**config.mk**
```make
export PLATFORM = sky130hd
export DESIGN_NAME = bums_cell
export DESIGN_NICKNAME = d
export VERILOG_FILES = /design/src/rtl/bottom_up_merge_sorter_top_macros.svh /design/src/rtl/bums_pkg.sv /design/src/rtl/bums_cell.sv
export SDC_FILE = /design/constraint.sdc
export NUM_CORES = 1
export LEC_CHECK = 0
export BUFFER_PORTS_ARGS = -buffer_cell sky130_fd_sc_hd__buf_2
export CORE_MARGIN = 5
export CORE_UTILIZATION = 46
export CTS_CLUSTER_SIZE = 30
export DETAILED_ROUTE_END_ITERATION = 12
export GPL_TIMING_DRIVEN = 0
export PLACE_DENSITY = 0.84
export REMOVE_ABC_BUFFERS = 1
export SETUP_SLACK_MARGIN = 0.2
export SLEW_MARGIN = 20
export SYNTH_ARGS = -nofsm -noshare
export SYNTH_HDL_FRONTEND = slang
export SYNTH_SLANG_ARGS = --single-unit
```
**constraint.sdc**
```tcl
create_clock -name i_clk -period 7.4 [get_ports i_clk]
set_input_delay 0.74 -clock i_clk [delete_from_list [all_inputs] [get_ports i_clk]]
set_output_delay 0.74 -clock i_clk [all_outputs]
set_load 0.02 [all_outputs]
```
**src/rtl/bottom_up_merge_sorter_top_macros.svh**
```systemverilog
// Assertion macros used by the sorter top module.
`ifndef BOTTOM_UP_MERGE_SORTER_TOP_MACROS_SVH
`define BOTTOM_UP_MERGE_SORTER_TOP_MACROS_SVH

`ifndef NO_ASSERTIONS

// Check that cond holds at every clock edge out of reset.
`define BUMS_ASSERT_ALWAYS(label, clk, rst_n, cond, msg) \
    label: assert property (@(posedge clk) disable iff (!rst_n) (cond)) \
        else $error(msg);

// Check that cons holds in the same cycle as ante.
`define BUMS_ASSERT_IMPL(label, clk, rst_n, ante, cons, msg) \
    label: assert property (@(posedge clk) disable iff (!rst_n) (ante) |-> (cons)) \
        else $error(msg);

// Check that cons holds in the cycle after ante.
`define BUMS_ASSERT_NEXT(label, clk, rst_n, ante, cons, msg) \
    label: assert property (@(posedge clk) disable iff (!rst_n) (ante) |=> (cons)) \
        else $error(msg);

`else

`define BUMS_ASSERT_ALWAYS(label, clk, rst_n, cond, msg)
`define BUMS_ASSERT_IMPL(label, clk, rst_n, ante, cons, msg)
`define BUMS_ASSERT_NEXT(label, clk, rst_n, ante, cons, msg)

`endif

`endif

```
**src/rtl/bums_pkg.sv**
```systemverilog
// Shared types and defaults for the sorter.
package bums_pkg;

    localparam int MAX_LEN_DEF   = 64;
    localparam int KEY_WIDTH_DEF = 64;
    localparam int KEY_OUT_W     = 64;

    // Per-cycle command broadcast to every cell of the chain.
    typedef struct packed {
        logic ins;    // insert the new key in sorted position
        logic shift;  // move every key one cell toward the head
    } t_cell_ctl;

endpackage

```
**src/rtl/bums_cell.sv**
```systemverilog
// One compare-and-insert cell of the sorting chain.
module bums_cell #(
    parameter int KEY_WIDTH = bums_pkg::KEY_WIDTH_DEF
) (
    input  logic                  i_clk,
    input  logic                  i_rst_n,
    input  bums_pkg::t_cell_ctl   i_ctl,
    input  logic [KEY_WIDTH-1:0]  i_new_key,
    input  logic                  i_left_valid,
    input  logic [KEY_WIDTH-1:0]  i_left_key,
    input  logic                  i_left_gt,
    input  logic                  i_right_valid,
    input  logic [KEY_WIDTH-1:0]  i_right_key,
    output logic                  o_valid,
    output logic [KEY_WIDTH-1:0]  o_key,
    output logic                  o_gt
);
    import bums_pkg::*;

    logic                 r_valid;
    logic                 n_valid;
    logic [KEY_WIDTH-1:0] r_key;
    logic [KEY_WIDTH-1:0] n_key;

    // An empty cell counts as holding a key above everything.
    assign o_gt    = !r_valid || ($signed(r_key) > $signed(i_new_key));
    assign o_valid = r_valid;
    assign o_key   = r_key;

    always_comb begin
        priority if (i_ctl.shift) begin
            n_valid = i_right_valid;
            n_key   = i_right_key;
        end else if (i_ctl.ins && o_gt) begin
            // take the left neighbor's key if it also moves, else the new key
            if (i_left_gt) begin
                n_valid = i_left_valid;
                n_key   = i_left_key;
            end else begin
                n_valid = 1'b1;
                n_key   = i_new_key;
            end
        end else begin
            // hold
            n_valid = r_valid;
            n_key   = r_key;
        end
    end

    always_ff @(posedge i_clk) begin
        if (!i_rst_n) begin
            r_valid <= 1'b0;
        end else begin
            r_valid <= n_valid;
        end
    end

    always_ff @(posedge i_clk) begin
        r_key <= n_key;
    end

endmodule

```
==> summary.txt <==
Yosys
  • Post-synth top cells: 78 x nand2_1, 67 x o21ai_0, 65 x inv_1
  • Adder-cell share of the synthesized area: 15.98%
  • Largest family of logic cells by synthesized area: adder cells
  • Post-synthesis register bit count: 65
  • Netlist cell types: 43
  • Post-synth EDFFs: 64
  • Mux share of post-synthesis cell area: 12.79%
  • Synth area leaders: edfxtp_1 38%, ha_1 16%, mux2i_1 13%
  • Top-count cell post-synth: nand2_1
  • Synth Warn #: 0
  • Ys async rst share: 0%
  • Synth Area in Simple Gates: around an eighth
  • Main synth FF type: edfxtp_1
  • Xor-xnor portion of the synthesized cell area: 0%
  • Synthesized area: about 0.0050 mm^2
  • Yosys top cell area share: 38.36%
  • Dominant cell type by area after synthesis: edfxtp_1
  • Mean Syn Cell Area: ~9.6 um^2
  • Mapped Cells: 523
  • Register area share after synthesis: 38.76%
  • Compound-Gate Fraction of Synth Area: 13.44%

Die
  • Area of the core: 0.01075 mm^2
  • Num rows: 38
  • Die Footprint: ~0.013 mm^2
  • Ports: 265
  • Die Wd: 114.4 um
  • Die span in y: 114.4 um
  • Initial Util: 46.62%

Power
  • Internal: 792.4 uW
  • Sw Share: between 30 and 40%
  • Clock share of power: 24.6%
  • P per Cell Area: 179.1 mW/mm^2
  • Static leakage: about 0.0035 uW
  • Reg power frac: 41.3%
  • Switching power: 409.5 uW
  • VDD IR max: 0.1187 mV
  • Comb power frac: 34.2%
  • Tot Pwr: 1202 uW

Clocking
  • CTS clk-pin slew, worst paths: approximately 80 ps
  • Clock sink count: 65
  • Hold buffer count at cts: 0
  • Clk buf depth: 2
  • Clock Latency Late Sink: 330 ps
  • CTS tree: built
  • Htree depth: 3
  • Root buffer cell: clkbuf_8
  • Total CTS buffers: 9
  • Post-CTS sizing: 0
  • Post-CTS setup buffers: 0

Critical path
  • CP Buf/Inv Count: 6
  • WP data arrival: 3850 ps
  • Critical Path Start Type: input pin
  • Worst path max stage delay: ~450 ps
  • CP endpoint kind: flip-flop
  • CP top delay family: simple AND/OR/NAND/NOR gates
  • Critical-path maximum fanout: 9
  • Slowest stage cell, crit path: o211ai_1
  • Worst path most repeated cell: buf_4
  • Crit path kind: in -> reg
  • Critical-path cell list: buf_2 -> inv_1 -> ha_1 -> nand4_2 -> nor4_4 -> nand4_1 -> o22a_2 -> and2_1 -> o211ai_1 -> buf_4 -> buf_4 -> buf_4 -> buf_4
  • CP required: 7450 ps

Cells and area
  • Area Growth Syn to Fin: 33.97%
  • Share of layout cells above drive strength 1: 37.63%
  • N_diodes: 0
  • Finished Cell Area: 0.006711 mm^2
  • Nets: approximately 1100
  • Cell Count, Final, Fillers Out: 932

Placed design
  • Post-DP Area: approximately 0.0065 mm^2
  • Routability cong.: 0.8115
  • Placed cell count: 916
  • IO buf count: 264
  • Worst slack, placed: 3181 ps
  • Post-DP HPWL: 11800 um

GRT
  • GRT Overall Usage: between 20 and 25%
  • First-pass GRT wire length: 21620 um
  • Vias in the first global route: 4759
  • GRT overflow: 0
  • Initial antenna violation count: 0
  • Pin count of the biggest net entering global routing: between 60 and 70

STA
  • Worst hold slack: 679.5 ps
  • Slew HR: 56.80%
  • Tmin final: 3804 ps
  • Final critical-path setup slack: 3596 ps
  • RSZ-0062 raised after global routing: false
  • Pins Over Slew Limit: 0
  • Tightest Pin Transition: 643.0 ps
  • Final hold vios: 0
  • Period utilization: 51.41%
  • Clock skew: 10.19 ps
  • Setup-failing EPs final: 0
  • F_max: 262.9 MHz

Detailed routing
  • Vias: roughly 4700
  • Post-Route M1 WL: ~5600 um
  • Top Metal Used: met4
  • Met2 routed WL: 7206 um
  • Vias per cell: 5.075
  • Wirelength per Cell: 15.07 um
  • Iteration count of the initial detailed-routing pass: 7
  • Met3 wire length: 1040 um
  • Number of nets still failing antenna checks after routing: 0
  • DRC: 0
  • Final WL: 14050 um
  • Initial DRC Count: 190

Run status
  • Outcome: complete, no violations

Worst hold path
  • Hold Path Class: in -> reg

Flow run
  • Maxcap violations: 0
[state kept, by name, summed over array words and instances (netlist names)]
signal	flops
o_valid	1
o_key	64
[layout by cell type (no fill, tap or decap), types with 2 or more instances in the layout]
master and instances:
buf_2 262, a221oi_1 2, mux2i_1 64, buf_4 11
clkinvlp_4 2, o211ai_1 3, nand4_2 2, nand4_1 12
and4_1 2, clkinv_2 2, nor2_1 5, a21oi_1 25
a2111oi_0 2, nor3_1 2, edfxtp_1 64, nand2b_1 2
ha_1 64, a211oi_1 4, nor4_1 2, o21ai_1 3
buf_12 2, and2_1 2, nand2_1 78, o21ai_0 67
nand3_1 10, a21o_1 4, clkbuf_8 9, inv_1 65
[routing by layer]
layer / track usage, % / vias to the layer above
met5: 0 / -
met1: 23.37 / 2145
met2: 38.99 / 157
li1: - / 2411
met3: 4.810 / 17
met4: 4.988 / 0
[kinds of logic (layout without fill, tap and decap cells)]
group | Yosys count | after routing
AND/OR/NAND/NOR | 126 | 126
multiplexers | 64 | 64
flip-flops | 65 | 65
buffers and inverters | 87 | 356
adder cells (fa/ha/maj) | 64 | 64
AO/OA/AOI/OAI | 117 | 117
[cell type report]
| type | instances | area (um^2) |
|---|---|---|
| Clock buffer | 10 | 127.6 |
| Inverter | 65 | 244.0 |
| Tap cell | 140 | 175.2 |
| Fill cell | 935 | 4034 |
| Timing Repair Buffer | 275 | 1434 |
| Sequential cell | 65 | 1942 |
| Multi-Input combinational cell | 371 | 2730 |
| Clock inverter | 6 | 58.81 |
[tightest hold or removal path, delay by kind of cell]
family	cells	cell delay [ps]
buffers and inverters	1	70
AO/OA/AOI/OAI	1	60
AND/OR/NAND/NOR	1	40
[worst paths after layout]
check,from,endpoint,slack (ps),cells after the start
max reg2reg,o_key[63]$_DFFE_PP_,o_key[23]$_DFFE_PP_,3740,11
min,i_right_key[13],o_key[13]$_DFFE_PP_,680,3
min reg2reg,o_valid$_SDFFE_PN0P_,o_valid$_SDFFE_PN0P_,730,2
max,i_new_key[63],o_key[23]$_DFFE_PP_,3600,13
[through the flow]
stage	TNS, ps	utilization (%)
after floorplan	0	-
after global placement	-23880	59.68
after detailed placement	0	60.72
after CTS	0	62.46
after global routing	0	62.46
final	0	62.46
[power by group through the flow]
stage	logic, uW	clock network (uW)	registers (uW)
after CTS	416	305	496
after detailed placement	413	0	504
after global placement	394	0	509
final	411	296	496
after floorplan	165	0	571
after global routing	459	323	502
Note: power is estimated with default switching activity, not from simulation.
